**src/rtl/core/rbm_pkg.sv**
```systemverilog
`timescale 1ns / 1ps
// ----------------------------------------------------------------------------
// rbm_pkg - shared types and constants of the ROM/RAM bank mapper
// Address map, result target codes, register indexes and the structs
// passed between the mapper's submodules.
// ----------------------------------------------------------------------------
package rbm_pkg;

	// Default number of cartridge RAM banks of 8 KiB each.
	localparam int RAM_BANKS_DEF = 4;
	// Largest ROM bank count; the bank count saturates here and the bank mask is the bank count minus one.
	localparam int ROM_BANKS_MAX = 32;

	localparam int ADDR_W      = 16;
	localparam int DATA_W      = 8;
	localparam int ROM_ADDR_W  = 19;
	localparam int ROM_BANK_W  = 5;
	localparam int RAM_BANK_W  = 2;
	localparam int RAM_OFF_W   = 13;
	localparam int RAM_IDX_W   = RAM_BANK_W + RAM_OFF_W;
	localparam int ROM_OFF_W   = 14;
	localparam int SIZE_CODE_W = 3;

	localparam int CFG_DATA_W = 32;
	localparam int CFG_ADDR_W = 3;

	// Bus address map.
	localparam logic [ADDR_W-1:0] RAM_EN_END   = 16'h1FFF;
	localparam logic [ADDR_W-1:0] ROM_BANK_END = 16'h3FFF;
	localparam logic [ADDR_W-1:0] RAM_BANK_END = 16'h5FFF;
	localparam logic [ADDR_W-1:0] ROM_AREA_END = 16'h7FFF;
	localparam logic [ADDR_W-1:0] ROM_BANK1_LO = 16'h4000;
	localparam logic [ADDR_W-1:0] RAM_AREA_LO  = 16'hA000;
	localparam logic [ADDR_W-1:0] RAM_AREA_HI  = 16'hBFFF;

	localparam logic [3:0]        RAM_EN_KEY  = 4'hA;
	localparam logic [DATA_W-1:0] OPEN_BUS    = 8'hFF;

	typedef enum logic [1:0] {
		TGT_NONE = 2'd0,
		TGT_ROM  = 2'd1,
		TGT_RAM  = 2'd2
	} target_t;

	typedef enum logic {
		MODE_READ  = 1'b0,
		MODE_WRITE = 1'b1
	} mode_t;

	typedef enum logic {
		REG_ROM_SIZE = 1'b0,
		REG_RAM_MASK = 1'b1
	} reg_idx_t;

	typedef struct packed {
		logic [SIZE_CODE_W-1:0] rom_size_code;
		logic [RAM_BANK_W-1:0]  ram_bank_mask;
	} cfg_t;

	typedef struct packed {
		logic                 we;
		logic                 re;
		logic [RAM_IDX_W-1:0] idx;
		logic [DATA_W-1:0]    wdata;
	} ram_req_t;

	typedef struct packed {
		target_t               target;
		logic [ROM_ADDR_W-1:0] rom_addr;
		logic                  ram_hit;
	} decode_t;

endpackage

```
**src/rtl/core/rbm_cfg_regs.sv**
```systemverilog
`timescale 1ns / 1ps
// ----------------------------------------------------------------------------
// rbm_cfg_regs - configuration registers
// APB-style register file holding the ROM size code and the RAM bank mask.
// ----------------------------------------------------------------------------
module rbm_cfg_regs (
	input  logic                               clk,
	input  logic                               arst_n,
	input  logic                               psel,
	input  logic                               penable,
	input  logic                               pwrite,
	input  logic [rbm_pkg::CFG_ADDR_W-1:0]     paddr,
	input  logic [rbm_pkg::CFG_DATA_W-1:0]     pwdata,
	output logic [rbm_pkg::CFG_DATA_W-1:0]     prdata,
	output logic                               pready,
	output rbm_pkg::cfg_t                      cfg
);

	rbm_pkg::cfg_t     cfg_q;
	rbm_pkg::reg_idx_t reg_idx;
	logic              wr_en;

	assign pready  = 1'b1;
	assign reg_idx = rbm_pkg::reg_idx_t'(paddr[2]);
	assign wr_en   = psel & penable & pwrite & pready;
	assign cfg     = cfg_q;

	always_ff @(posedge clk or negedge arst_n) begin
		if (!arst_n) begin
			cfg_q <= '0;
		end else if (wr_en) begin
			unique case (reg_idx)
				rbm_pkg::REG_ROM_SIZE: begin
					cfg_q.rom_size_code <= pwdata[rbm_pkg::SIZE_CODE_W-1:0];
				end
				rbm_pkg::REG_RAM_MASK: begin
					cfg_q.ram_bank_mask <= pwdata[rbm_pkg::RAM_BANK_W-1:0];
				end
				default: begin
				end
			endcase
		end
	end

	always_comb begin
		prdata = '0;
		unique case (reg_idx)
			rbm_pkg::REG_ROM_SIZE: begin
				prdata[rbm_pkg::SIZE_CODE_W-1:0] = cfg_q.rom_size_code;
			end
			rbm_pkg::REG_RAM_MASK: begin
				prdata[rbm_pkg::RAM_BANK_W-1:0] = cfg_q.ram_bank_mask;
			end
			default: begin
			end
		endcase
	end

endmodule

```
**config.mk**
```make
export PLATFORM = sky130hd
export DESIGN_NAME = rbm_cfg_regs
export DESIGN_NICKNAME = d
export VERILOG_FILES = /design/src/rtl/core/rbm_pkg.sv /design/src/rtl/core/rbm_cfg_regs.sv
export SDC_FILE = /design/constraint.sdc
export NUM_CORES = 1
export LEC_CHECK = 0
export BUFFER_PORTS_ARGS = -buffer_cell sky130_fd_sc_hd__buf_2
export CAP_MARGIN = 40
export CORE_UTILIZATION = 30
export CTS_BUF_LIST = sky130_fd_sc_hd__clkbuf_16
export DETAILED_ROUTE_END_ITERATION = 10
export HOLD_SLACK_MARGIN = 0.03
export PLACE_DENSITY_LB_ADDON = 0.3
export REMOVE_ABC_BUFFERS = 1
export SLEW_MARGIN = 30
export SYNTH_ARGS = -nofsm -noshare
export SYNTH_HDL_FRONTEND = slang
export SYNTH_SLANG_ARGS = --single-unit
```
**constraint.sdc**
```tcl
create_clock -name clk -period 1.8 [get_ports clk]
set_input_delay 0.09 -clock clk [delete_from_list [all_inputs] [get_ports clk]]
set_output_delay 0.09 -clock clk [all_outputs]
set_load 0.02 [all_outputs]
```
* Yosys cells after proc, flatten, opt, wreduce, memory -nomap -nowiden
Cells that the tools add are included.
** Operators by class
- Shift operators :: 0
- Reductions and logical operators :: 2
- Add/sub/neg operators :: 0
- Bitwise operators :: 3
- Equality and inequality tests :: 0
- Div/mod/pow operators :: 0
- Multipliers :: 0
- Multiplexer cells :: 2
- Magnitude comparators :: 0
** Operator list (number)
- $pmux W2 S2 :: 1
- $reduce_and A2 Y1 :: 2
- $and A1 B1 Y1 :: 2
- $mux W1 :: 1
- $not A1 Y1 :: 1
** Storage, ports and cells
- Memory bits (writable) :: 0
- Memories kept :: 0
- Register bits :: 5
- Logic and storage cells :: 9
- ROM bits :: 0
- Bits in latches :: 0

* Longest topological paths before layout
- Depth in word-level cells :: 3
- Depth in mapped cells :: 2
- Gate-level depth less buffers :: 2

* Worst setup path after synthesis
OpenSTA, ideal clock, no wires.
- Path kind :: register to output
- Start :: reg cfg_q, in the netlist cfg[2]
- End :: out prdata[0] (netlist bit)
- Path slack :: 929 ps
- Data arrival time :: 781 ps
- Stages on the path, launching flop included :: 2
- Buffers on the path :: 0
- Cell sequence :: dfrtp_1 -> mux2_2
** Between the ends
- Word-level cells in the longest chain between the ends :: 1
** Ends and longest elaborated chain
- start: declaration :: line rbm_cfg_regs.sv:19 : rbm_pkg::cfg_t cfg_q;
- $pmux W2 S2 :: line rbm_cfg_regs.sv:47 : unique case (reg_idx)
- end: declaration :: line rbm_cfg_regs.sv:14 : output logic [rbm_pkg::CFG_DATA_W-1:0] prdata,
No other way between the ends.

* Final worst setup path
Ends and elaborated chain as after synthesis.

==> impl_metrics.py <==
metrics = {
    "floorplan": {
        "design.core.area_um2": 1524,
        "start_util_pct": 32.35,
        "pin_count": 78,
        "rows": 14,
        "fp.dieH_um": 42.54,
        "die_w_um": 42.54,
        "dieArea_um2": 1809,
    },
    "setup_path": {
        "r2r_start": "cfg[2]$_DFFE_PN0P_",
        "worst-path-buf-inv": 1,
        "reg2reg_slack_ns": 1.03,
        "slowest_delay_ns": 0.39,
        "cp-end-kind": "primary output",
        "crit_family": "flip-flops",
        "path_cells": "mux2_2, buf_2",
        "r2r-end": "cfg[2]$_DFFE_PN0P_",
        "crit_path_start_kind": "register",
        "critPathMaxFanout": 3,
        "crit_type": "reg -> out",
        "cp_slowest_cell": "dfrtp_1",
        "reg2reg_depth": 1,
        "cp.arrival_ns": 1.03,
        "critPathRequiredTime_ns": 1.71,
    },
    "route": {
        "dr.pass1.iters": 3,
        "routedWlPerCell_um": 8.512,
        "wl_met2_um": 368,
        "wl_met1_um": 246,
        "wl_met3_um": 83,
        "drc": 0,
        "dr.first_iter.drc_count": 4,
        "postRouteAntennaNets": 0,
        "top_layer": "met3",
        "vias_per_cell": 3.512,
        "via_count": 288,
        "drt_wl_total_um": 698,
    },
    "synth": {
        "yosys.area.top_type": "buf_4",
        "ys_top_cells_by_area": "buf_4, dfrtp_1, mux2_2",
        "yosysMostFrequentCell": "buf_4",
        "yosysSeqAreaShare_pct": 25.38,
        "synth_edf_count": 0,
        "yosysWarnings": 0,
        "synth_commonest_cells": "buf_4, dfrtp_1, mux2_2",
        "yosysTopAreaCellShare_pct": 45.69,
        "yosysUniqueCellTypes": 8,
        "ys_async_sr_fraction_pct": 100.0,
        "syn_avg_cell_area_um2": 10.49,
        "synth_flop_cell": "dfrtp_1",
        "synthesis.area_um2": 493.0,
        "yosys_register_bits": 5,
        "synthCells": 47,
    },
    "hold_path": {
        "hold_start": "pwdata[2]",
        "whs_path_depth": 2,
        "hp-class": "in -> reg",
        "min_to": "cfg[4]$_DFFE_PN0P_",
    },
    "placed_design": {
        "hpwl_um": 531.2,
        "gp_congestion": 0.6562,
        "portBuffers": 16,
    },
    "final_layout": {
        "nets": 107,
        "drive_above_1_share_pct": 43.94,
        "syn2layout_area_growth_pct": 13.96,
        "finish.utilization_pct": 36.86,
        "n_fill_cell": 153,
        "largest_reg_flops": 5,
        "n_antenna_cell": 0,
    },
    "grt": {
        "grt_start_max_net_pins": 6,
        "antenna_found_initial": 0,
        "grtUsageTotal_pct": 8.000,
        "grt_pass1_wl_um": 993,
        "overflow": 0,
        "grt_pass1_vias": 242,
    },
    "clock_network": {
        "worstSkewPairLatency_ns": 0.22,
        "cts_tree": "yes",
        "cts_root_buf": "clkbuf_16",
        "cts_setup_buffers": 0,
        "path_clk_slew_ns": 0.03,
        "ctsResizeCount": 0,
        "cts_max_level": 1,
        "clock-sinks": 5,
        "cts_hold_buf": 1,
        "cts_buffer_depth": 2,
        "cts_made_buffers": 3,
    },
    "run": {
        "maxCapViolations": 0,
    },
    "sta": {
        "final.setup.tns_ns": 0,
        "finalClockSkew_ns": 0,
        "max_freq_mhz": 896.6,
        "setup_viol": 0,
        "rsz0062_at_grt": "no",
        "fin_crit_ns": 1.115,
        "hold_viol_final": 0,
        "post-route-period-util_pct": 61.96,
        "final-max-slew-violation-count": 0,
    },
    "outcome": {
        "status": "finished, final reports clean",
    },
    "power_and_ir_drop": {
        "power_density_nw_per_um2": 1289,
        "power_leakage_nw": 0.3405,
        "ir_drop_uv": 612.5,
    },
}
worst max-delay path by stage:
stage / start / endpoint / slack (ns) / cells past startpoint
2_1_floorplan: cfg[2]$_DFFE_PN0P_ / prdata[0] / 0.93 / 1
3_3_place_gp: paddr[2] / cfg[4]$_DFFE_PN0P_ / 0.90 / 3
3_5_place_dp: paddr[2] / cfg[4]$_DFFE_PN0P_ / 0.90 / 3
4_1_cts: cfg[2]$_DFFE_PN0P_ / prdata[0] / 0.68 / 2
5_1_grt: cfg[2]$_DFFE_PN0P_ / prdata[0] / 0.64 / 2
6_report: cfg[2]$_DFFE_PN0P_ / prdata[0] / 0.68 / 2
power breakdown:
part	switching, mW	internal [mW]	total [mW]
Sequential	0.0173	0.138	0.156
Combinational	0.139	0.0734	0.213
Clock	0.0684	0.287	0.356
per-layer routing:
metal / vias up / GRT usage [%]
met5: - / 0
met4: 0 / 1.875
met3: 0 / 5.172
met2: 25 / 13.85
met1: 135 / 7.937
li1: 128 / -
layout make-up:
cell class | count | area, um2 | share of cell area [%]
Multi-Input combinational cell | 40 | 247.7 | 44.10
Clock inverter | 1 | 3.754 | 0.6682
Tap cell | 16 | 20.02 | 3.563
Sequential cell | 5 | 125.1 | 22.27
Clock buffer | 3 | 75.07 | 13.36
Timing Repair Buffer | 17 | 90.09 | 16.04
layout by cell type, fill, tap and decap left out:
cell type / instances
nand4_2: 1
buf_2: 16
nand4b_4: 1
and2b_2: 1
dfrtp_1: 5
inv_1: 1
clkbuf_16: 3
dlygate4sd3_1: 1
conb_1: 30
mux2_4: 3
mux2_2: 4
stage by stage:
| stage | power, mW | std cells | cell area, um2 | setup WS [ns] | hold WS (ns) |
|---|---|---|---|---|---|
| finish | 0.7240 | 82 | 561.8 | 0.6846 | 0.1029 |
| global route | 0.7616 | 82 | 561.8 | 0.6430 | 0.1158 |
| CTS | 0.7303 | 82 | 561.8 | 0.6755 | 0.1050 |
| detailed placement | 0.3666 | 77 | 473.0 | 0.8972 | -0.08828 |
| global placement | 0.3649 | 77 | 473.0 | 0.9013 | -0.09203 |
| floorplan | 0.3074 | 45 | 372.9 | 0.9290 | -0.2056 |
kinds of logic (layout without fill, tap and decap cells):
| logic type | after synthesis | in the layout | synth area share (%) |
|---|---|---|---|
| multiplexers | 7 | 7 | 18.27 |
| buffers and inverters | 30 | 21 | 45.69 |
| AND/OR/NAND/NOR | 3 | 3 | 9.136 |
| other | 2 | 30 | 1.523 |
| flip-flops | 5 | 5 | 25.38 |
Note: power is estimated with default switching activity, not from simulation.
