==> src/rtl/core/rbm_pkg.sv <==
`timescale 1ns / 1ps
// ----------------------------------------------------------------------------
// rbm_pkg - shared types and constants of the ROM/RAM bank mapper
// Address map, result target codes, register indexes and the structs
// passed between the mapper's submodules.
// ----------------------------------------------------------------------------
package rbm_pkg;

	// Default number of cartridge RAM banks of 8 KiB each.
	localparam int RAM_BANKS_DEF = 4;
	// Largest ROM bank count; the bank count saturates here and the bank mask is the bank count minus one.
	localparam int ROM_BANKS_MAX = 32;

	localparam int ADDR_W      = 16;
	localparam int DATA_W      = 8;
	localparam int ROM_ADDR_W  = 19;
	localparam int ROM_BANK_W  = 5;
	localparam int RAM_BANK_W  = 2;
	localparam int RAM_OFF_W   = 13;
	localparam int RAM_IDX_W   = RAM_BANK_W + RAM_OFF_W;
	localparam int ROM_OFF_W   = 14;
	localparam int SIZE_CODE_W = 3;

	localparam int CFG_DATA_W = 32;
	localparam int CFG_ADDR_W = 3;

	// Bus address map.
	localparam logic [ADDR_W-1:0] RAM_EN_END   = 16'h1FFF;
	localparam logic [ADDR_W-1:0] ROM_BANK_END = 16'h3FFF;
	localparam logic [ADDR_W-1:0] RAM_BANK_END = 16'h5FFF;
	localparam logic [ADDR_W-1:0] ROM_AREA_END = 16'h7FFF;
	localparam logic [ADDR_W-1:0] ROM_BANK1_LO = 16'h4000;
	localparam logic [ADDR_W-1:0] RAM_AREA_LO  = 16'hA000;
	localparam logic [ADDR_W-1:0] RAM_AREA_HI  = 16'hBFFF;

	localparam logic [3:0]        RAM_EN_KEY  = 4'hA;
	localparam logic [DATA_W-1:0] OPEN_BUS    = 8'hFF;

	typedef enum logic [1:0] {
		TGT_NONE = 2'd0,
		TGT_ROM  = 2'd1,
		TGT_RAM  = 2'd2
	} target_t;

	typedef enum logic {
		MODE_READ  = 1'b0,
		MODE_WRITE = 1'b1
	} mode_t;

	typedef enum logic {
		REG_ROM_SIZE = 1'b0,
		REG_RAM_MASK = 1'b1
	} reg_idx_t;

	typedef struct packed {
		logic [SIZE_CODE_W-1:0] rom_size_code;
		logic [RAM_BANK_W-1:0]  ram_bank_mask;
	} cfg_t;

	typedef struct packed {
		logic                 we;
		logic                 re;
		logic [RAM_IDX_W-1:0] idx;
		logic [DATA_W-1:0]    wdata;
	} ram_req_t;

	typedef struct packed {
		target_t               target;
		logic [ROM_ADDR_W-1:0] rom_addr;
		logic                  ram_hit;
	} decode_t;

endpackage

==> src/rtl/core/rbm_bank_ctrl.sv <==
`timescale 1ns / 1ps
// ----------------------------------------------------------------------------
// rbm_bank_ctrl - bank registers and access decode
// Holds the ROM bank, RAM bank and RAM enable, decodes each accepted access
// and issues the read or write to the cartridge RAM.
// ----------------------------------------------------------------------------
module rbm_bank_ctrl #(
	parameter int RAM_BANKS = rbm_pkg::RAM_BANKS_DEF
) (
	input  logic                           clk,
	input  logic                           arst_n,
	input  rbm_pkg::cfg_t                  cfg,
	input  logic                           accept,
	input  logic                           mode,
	input  logic [rbm_pkg::ADDR_W-1:0]     addr,
	input  logic [rbm_pkg::DATA_W-1:0]     write_data,
	output rbm_pkg::ram_req_t              ram_req,
	output rbm_pkg::decode_t               dec
);

	localparam int CNT_W = 9;

	logic [rbm_pkg::ROM_BANK_W-1:0] rom_bank_q;
	logic [rbm_pkg::RAM_BANK_W-1:0] ram_bank_q;
	logic                           ram_enable_q;

	logic [CNT_W-1:0]               bank_cnt;
	logic [CNT_W-1:0]               bank_mask;
	logic [rbm_pkg::ROM_BANK_W-1:0] rom_bank_sel;
	logic                           banked;
	logic                           is_write;
	logic                           in_ram_area;
	logic                           ram_ok;

	assign is_write    = (rbm_pkg::mode_t'(mode) == rbm_pkg::MODE_WRITE);
	assign in_ram_area = (addr >= rbm_pkg::RAM_AREA_LO) && (addr <= rbm_pkg::RAM_AREA_HI);
	assign ram_ok      = ram_enable_q && (32'(ram_bank_q) < RAM_BANKS);

	// Bank count saturates at the largest supported ROM.
	always_comb begin
		bank_cnt = CNT_W'(2) << cfg.rom_size_code;
		if (bank_cnt > CNT_W'(rbm_pkg::ROM_BANKS_MAX)) begin
			bank_cnt = CNT_W'(rbm_pkg::ROM_BANKS_MAX);
		end
		bank_mask    = bank_cnt - CNT_W'(1);
		rom_bank_sel = write_data[rbm_pkg::ROM_BANK_W-1:0] &
		               bank_mask[rbm_pkg::ROM_BANK_W-1:0];
		if (rom_bank_sel == '0) begin
			rom_bank_sel = rbm_pkg::ROM_BANK_W'(1);
		end
	end

	assign banked = (bank_cnt > CNT_W'(2));

	always_ff @(posedge clk or negedge arst_n) begin
		if (!arst_n) begin
			rom_bank_q   <= rbm_pkg::ROM_BANK_W'(1);
			ram_bank_q   <= '0;
			ram_enable_q <= 1'b0;
		end else if (accept && is_write) begin
			priority if (addr <= rbm_pkg::RAM_EN_END) begin
				ram_enable_q <= (write_data[3:0] == rbm_pkg::RAM_EN_KEY);
			end else if (addr <= rbm_pkg::ROM_BANK_END) begin
				if (banked) begin
					rom_bank_q <= rom_bank_sel;
				end
			end else if (addr <= rbm_pkg::RAM_BANK_END) begin
				ram_bank_q <= write_data[rbm_pkg::RAM_BANK_W-1:0] & cfg.ram_bank_mask;
			end else begin
			end
		end
	end

	always_comb begin
		ram_req.we    = accept && is_write && in_ram_area && ram_ok;
		ram_req.re    = accept && !is_write && in_ram_area && ram_ok;
		ram_req.idx   = {ram_bank_q, addr[rbm_pkg::RAM_OFF_W-1:0]};
		ram_req.wdata = write_data;
	end

	always_comb begin
		dec.target   = rbm_pkg::TGT_NONE;
		dec.rom_addr = '0;
		dec.ram_hit  = 1'b0;
		if (!is_write) begin
			if (addr <= rbm_pkg::ROM_AREA_END) begin
				dec.target = rbm_pkg::TGT_ROM;
				if (banked && addr >= rbm_pkg::ROM_BANK1_LO) begin
					dec.rom_addr = {rom_bank_q, addr[rbm_pkg::ROM_OFF_W-1:0]};
				end else begin
					dec.rom_addr = rbm_pkg::ROM_ADDR_W'(addr);
				end
			end else if (in_ram_area) begin
				dec.target  = rbm_pkg::TGT_RAM;
				dec.ram_hit = ram_ok;
			end
		end
	end

	// The ROM bank register never holds bank zero.
	a_rom_bank_nonzero: assert property (@(posedge clk) disable iff (!arst_n)
		rom_bank_q != '0)
		else $error("ROM bank register holds zero");

	// The RAM is only written while it is enabled and the bank is mapped.
	a_write_needs_enable: assert property (@(posedge clk) disable iff (!arst_n)
		ram_req.we |-> (ram_enable_q && (32'(ram_bank_q) < RAM_BANKS)))
		else $error("RAM write while disabled or unmapped");

	// A RAM read comes only from an accepted RAM-area read that hits.
	a_read_decode: assert property (@(posedge clk) disable iff (!arst_n)
		ram_req.re |-> (!ram_req.we && dec.ram_hit && dec.target == rbm_pkg::TGT_RAM))
		else $error("RAM read issued without a RAM hit");

endmodule

==> config.mk <==
export PLATFORM = sky130hd
export DESIGN_NAME = rbm_bank_ctrl
export DESIGN_NICKNAME = d
export VERILOG_FILES = /design/src/rtl/core/rbm_pkg.sv /design/src/rtl/core/rbm_bank_ctrl.sv
export SDC_FILE = /design/constraint.sdc
export NUM_CORES = 1
export LEC_CHECK = 0
export BUFFER_PORTS_ARGS = -buffer_cell sky130_fd_sc_hd__clkbuf_2
export CORE_AREA = 2 2 51 73
export DETAILED_ROUTE_END_ITERATION = 12
export DIE_AREA = 0 0 53 75
export PLACE_DENSITY = 0.58
export SYNTH_ARGS = -nofsm -noshare
export SYNTH_HDL_FRONTEND = slang
export SYNTH_SLANG_ARGS = --single-unit
==> constraint.sdc <==
create_clock -name clk -period 1.8 [get_ports clk]
set_input_delay 0 -clock clk [delete_from_list [all_inputs] [get_ports clk]]
set_output_delay 0 -clock clk [all_outputs]
set_load 0.1 [all_outputs]
[Yosys cells after proc, flatten, opt, wreduce, memory -nomap -nowiden]
Index checks and enable logic that the tools add are counted.
Cells by class
  add/subtract/negate cells: 1
  multipliers: 0
  divide/modulo/power cells: 0
  $lt $le $gt $ge: 9
  eq/ne operators: 1
  shift-type cells: 1
  multiplexer cells: 9
  bitwise operators: 4
  reductions and logical operators: 13
Operators with widths (count)
  $mux W19: 2
  $le A16 B15 Y1 const B: 2
  $mux W22: 1
  $ge A16 B15 Y1 const B: 1
  $ge A16 B16 Y1 const B: 1
  $le A16 B13 Y1 const B: 1
  $le A16 B14 Y1 const B: 1
  $le A16 B16 Y1 const B: 1
  $gt A9 B2 Y1 const B: 1
  $gt A9 B6 Y1 const B: 1
  $mux W9: 1
  $shl A2 B3 Y9 const A: 1
  $logic_and A1 B1 Y1: 8
  $reduce_and A4 Y1: 2
  $and A5 B5 Y5: 1
  $logic_not A5 Y1: 1
  $mux W5: 1
  $sub A5 B1 Y5 const B: 1
  $eq A4 B4 Y1 const B: 1
  $mux W2: 2
  $and A2 B2 Y2: 1
  $mux W1: 2
  $not A1 Y1: 2
  $reduce_and A2 Y1: 1
  $logic_not A1 Y1: 1
Storage, ports and cells
  flip-flop bits (word level): 8
  latch bits: 0
  bits in writable memories: 0
  memory bits (read-only): 0
  input bits: 33
  output and inout bits: 47
  word-level logic and storage cells: 41
  memories kept: 0

[Depth between registers and ports, before layout]
  depth in word-level cells: 8
  gate-level depth with buffers: 8
  depth with buffers taken out: 7

[Worst setup path after synthesis]
No wires, ideal clock.
  path kind: input -> output
  start point: input mode
  end point: output dec[10] in the netlist's numbering
  data arrival time: 2.088 ns
  data required time: 1.800 ns
  slack: -0.288 ns
  stages: 3
  cell sequence: nor2_1 clkbuf_1 and2_1
RTL lines
  start, declared: RTL line rbm_bank_ctrl.sv:14  | input logic mode,
  end, declared: RTL line rbm_bank_ctrl.sv:18  | output rbm_pkg::decode_t dec

==> results.yml <==
run_status:
  result_of_the_run: "finished, final reports clean"
power:
  p_switching_w: 0.0005153
  power.density_nw_per_um2: 864.5
  p_seq_share_pct: 23.5
  p_comb_share_pct: 53.2
  power.share.switching_pct: 52.29
  post-layout-total-power_w: 0.0009854
  cellLeakagePower_nw: 0.6190
  clock_power_share_pct: 23.3
  vdd_ir_drop_max_mv: 0.3684
  power.internal_w: 0.0004701
die:
  io-pin-count: 80
  die-area_um2: 3975
  die_h_um: 75
  initial_core_util_pct: 23.50
  rows: 25
  die_width_um: 53
  core_um2: 3284
worst_setup_path:
  crit_fanout: 4
  critPathKind: "in2out"
  arrival_time_worst_endpoint_ns: 1.56
  r2r_setup_slack_ns: 1.04
  worst_reg2reg_path_endpoint: "ram_enable_q"
  slowest_delay_ns: 0.38
  reg2reg_from: "ram_enable_q"
  cp.depth: 7
  worst_setup_path_endpoint: "dec[17]"
  critPathRequiredTime_ns: 1.80
  critPathCaptureType: "output pin"
  setup.worst_path.start_class: "input port"
  worstPathCellList: "clkbuf_2 -> or3_4 -> ha_1 -> nand2b_1 -> a21oi_1 -> and2_1 -> buf_12"
  worstPathBufferInverterCount: 2
  worst_path_max_delay_cell: "or3_4"
  critPathTopFamily: "simple AND/OR/NAND/NOR gates"
  worst_reg2reg_path_depth: 1
  timing.critical_path.from: "cfg[2]"
place:
  port-buffer-count: 73
  placed_insts: 187
  place_hpwl_um: 1901
  place.gp.congestion: 0.7947
global_routing:
  groute.usage.overall_pct: 10.72
  overflow: 0
  grt_first_pass_wirelength_um: 3063
  grt_pass1_vias: 693
  grt_start_max_net_pins: 16
  antenna_found_initial: 0
drt:
  post-route-drc-count: 0
  drtPass1Iterations: 4
  postRouteAntennaNets: 0
  vias: 833
  routed_via_density: 4.339
  finalWirelength_um: 2140
  wire_per_inst_um: 11.15
  drt_iter0_markers: 9
logic_synthesis:
  yosys_warnings: 0
  synthesis.area_um2: 772.0
  synthesis.instances: 96
  postSynthAreaPerCell_um2: 8.042
  ys_seq_elements: 8
  synth.distinct_cells: 30
  yosysSeqAreaShare_pct: 26.09
  postSynthNetCount: 130
clock_network:
  holdBufCountCts: 1
  tritoncts: "done"
  cts_resized: 0
  setup_bufs_post_cts: 0
  clock_path_buffers: 2
  insertion_delay_ns: 0.23
  tritoncts.num_buffers: 3
  ctsHtreeMaxLevel: 1
  cts_root_buf: "clkbuf_8"
  tritoncts_num_sinks: 8
cells_and_area:
  instances_no_fill: 192
  num_antenna_cells: 0
  area.growth.synth_to_final_pct: 47.65
  number_of_fill_cells: 378
  nets: 187
  drive_above_1_share_pct: 55.92
  area_occupied_by_multi_input_gates_um2: 396.6
  seqCellArea_um2: 201.4
timing:
  finalSetupViolCount: 0
  fin_tns_setup_ns: 0
  timing.clock.skew_ns: 0
  final.hold.worst_slack_ns: 0.00003855
  worst_slew_margin_rel_pct: 63.15
  final_max_slew_viol_count: 0
  final_hold_viol_count: 0
  min_period_over_period_pct: 86.47
  period_minus_slack_ns: 1.556
  grt_setup_unrepaired: "false"
  timing_worst_slew_pin_value_ns: 0.5552
  clock.fmax_mhz: 642.5
worst_hold_path:
  holdCritPathClass: "in2out"
  worst_hold_startpoint: "write_data[6]"
flow_run:
  maxCapViolCount: 0
-- sequential cells by signal, summed over array words and instances (netlist names) --
signal,flops
rom_bank_q,5
ram_bank_q,2
ram_enable_q,1
-- cell families after synthesis --
group / count (synthesis) / synth area share, %
multiplexers: 1 / 1.459
adder cells (fa/ha/maj): 1 / 1.620
AO/OA/AOI/OAI: 12 / 10.37
AND/OR/NAND/NOR: 49 / 36.47
flip-flops: 8 / 26.09
XOR/XNOR: 1 / 1.135
buffers and inverters: 24 / 22.85
-- cells in the mapped netlist (all sizes together) --
cell / count / area share [%]
dfrtp: 7 / 23
nor2: 5 / 2.8
or4b: 1 / 1.3
dfstp: 1 / 3.4
a221o: 1 / 1.3
mux2: 1 / 1.5
o21ai: 6 / 3.9
buf: 22 / 22
or3: 1 / 1.5
clkbuf: 1 / 0.49
a211o: 1 / 1.1
nor2b: 1 / 0.81
a21oi: 3 / 2.4
nand2: 15 / 7.3
and3: 1 / 0.81
nand4b: 1 / 1.1
inv: 1 / 0.49
ha: 1 / 1.6
nor4bb: 1 / 1.3
nor4: 1 / 0.81
xor2: 1 / 1.1
and2: 19 / 15
o31ai: 1 / 1.6
nor3b: 1 / 0.97
and4bb: 1 / 1.6
nand2b: 1 / 0.81
-- per-stage QoR --
step,instance area [um^2],worst slack (ns),utilization [%]
2_1_floorplan,775.7,0.08233,-
4_1_cts,1140,0.2219,34.70
6_report,1140,0.2436,34.70
3_3_place_gp,1085,0.1732,33.03
5_1_grt,1140,0.1260,34.70
3_5_place_dp,1085,0.1563,33.03
-- per-layer routing --
metal	global-route usage, %	vias up	part of all wire (%)
met5	0	-	0
met4	4.274	0	0.37
met3	3.175	2	16
met2	19.86	64	49
met1	11.03	353	35
li1	-	414	-
-- area by class of cell --
type	count	share of cell area (%)
well taps	40	4.391
inverters	1	0.3293
multi-input cells	64	34.80
repair buffers	75	38.86
flip-flops and latches	8	17.67
clock buffers	4	3.952
-- how the worst min path moves through the flow --
stage                               end  slack (ns)  cells after the start
final                        ram_req[6]     0.00004                      0
after global routing         ram_req[7]      0.0002                      0
after CTS                    ram_req[5]      0.0007                      0
after detailed placement   ram_enable_q       -0.14                      1
after global placement     ram_enable_q       -0.14                      1
after floorplan           ram_bank_q[0]       -0.30                      0
-- placed cells by master (no fill, tap or decap) --
cell type      instances
clkbuf_2              69
and2_1                19
nand2_1               15
dfrtp_1                7
o21ai_1                5
buf_12                 4
nor2_1                 3
clkbuf_8               3
a21oi_1                2
nor2_2                 2
or3_4                  1
nand2b_1               1
and4bb_2               1
nand4b_1               1
and3_1                 1
or4b_1                 1
nor4bb_1               1
nor4_1                 1
mux2_2                 1
nor3b_1                1
xor2_1                 1
inv_1                  1
o21ai_0                1
a221o_1                1
a211o_1                1
nor2b_1                1
a21oi_2                1
o31ai_2                1
ha_1                   1
clkbuf_1               1
dlygate4sd3_1          1
buf_4                  1
dfstp_2                1
-- power by group through the flow --
stage	logic [W]	registers, W	clock network [W]
after floorplan	0.000426	0.000281	0
after global placement	0.000524	0.000235	0
after detailed placement	0.000526	0.000234	0
after CTS	0.000529	0.000232	0.000235
after global routing	0.000550	0.000235	0.000246
final	0.000524	0.000231	0.000230
(Power assumes the default switching activity.)
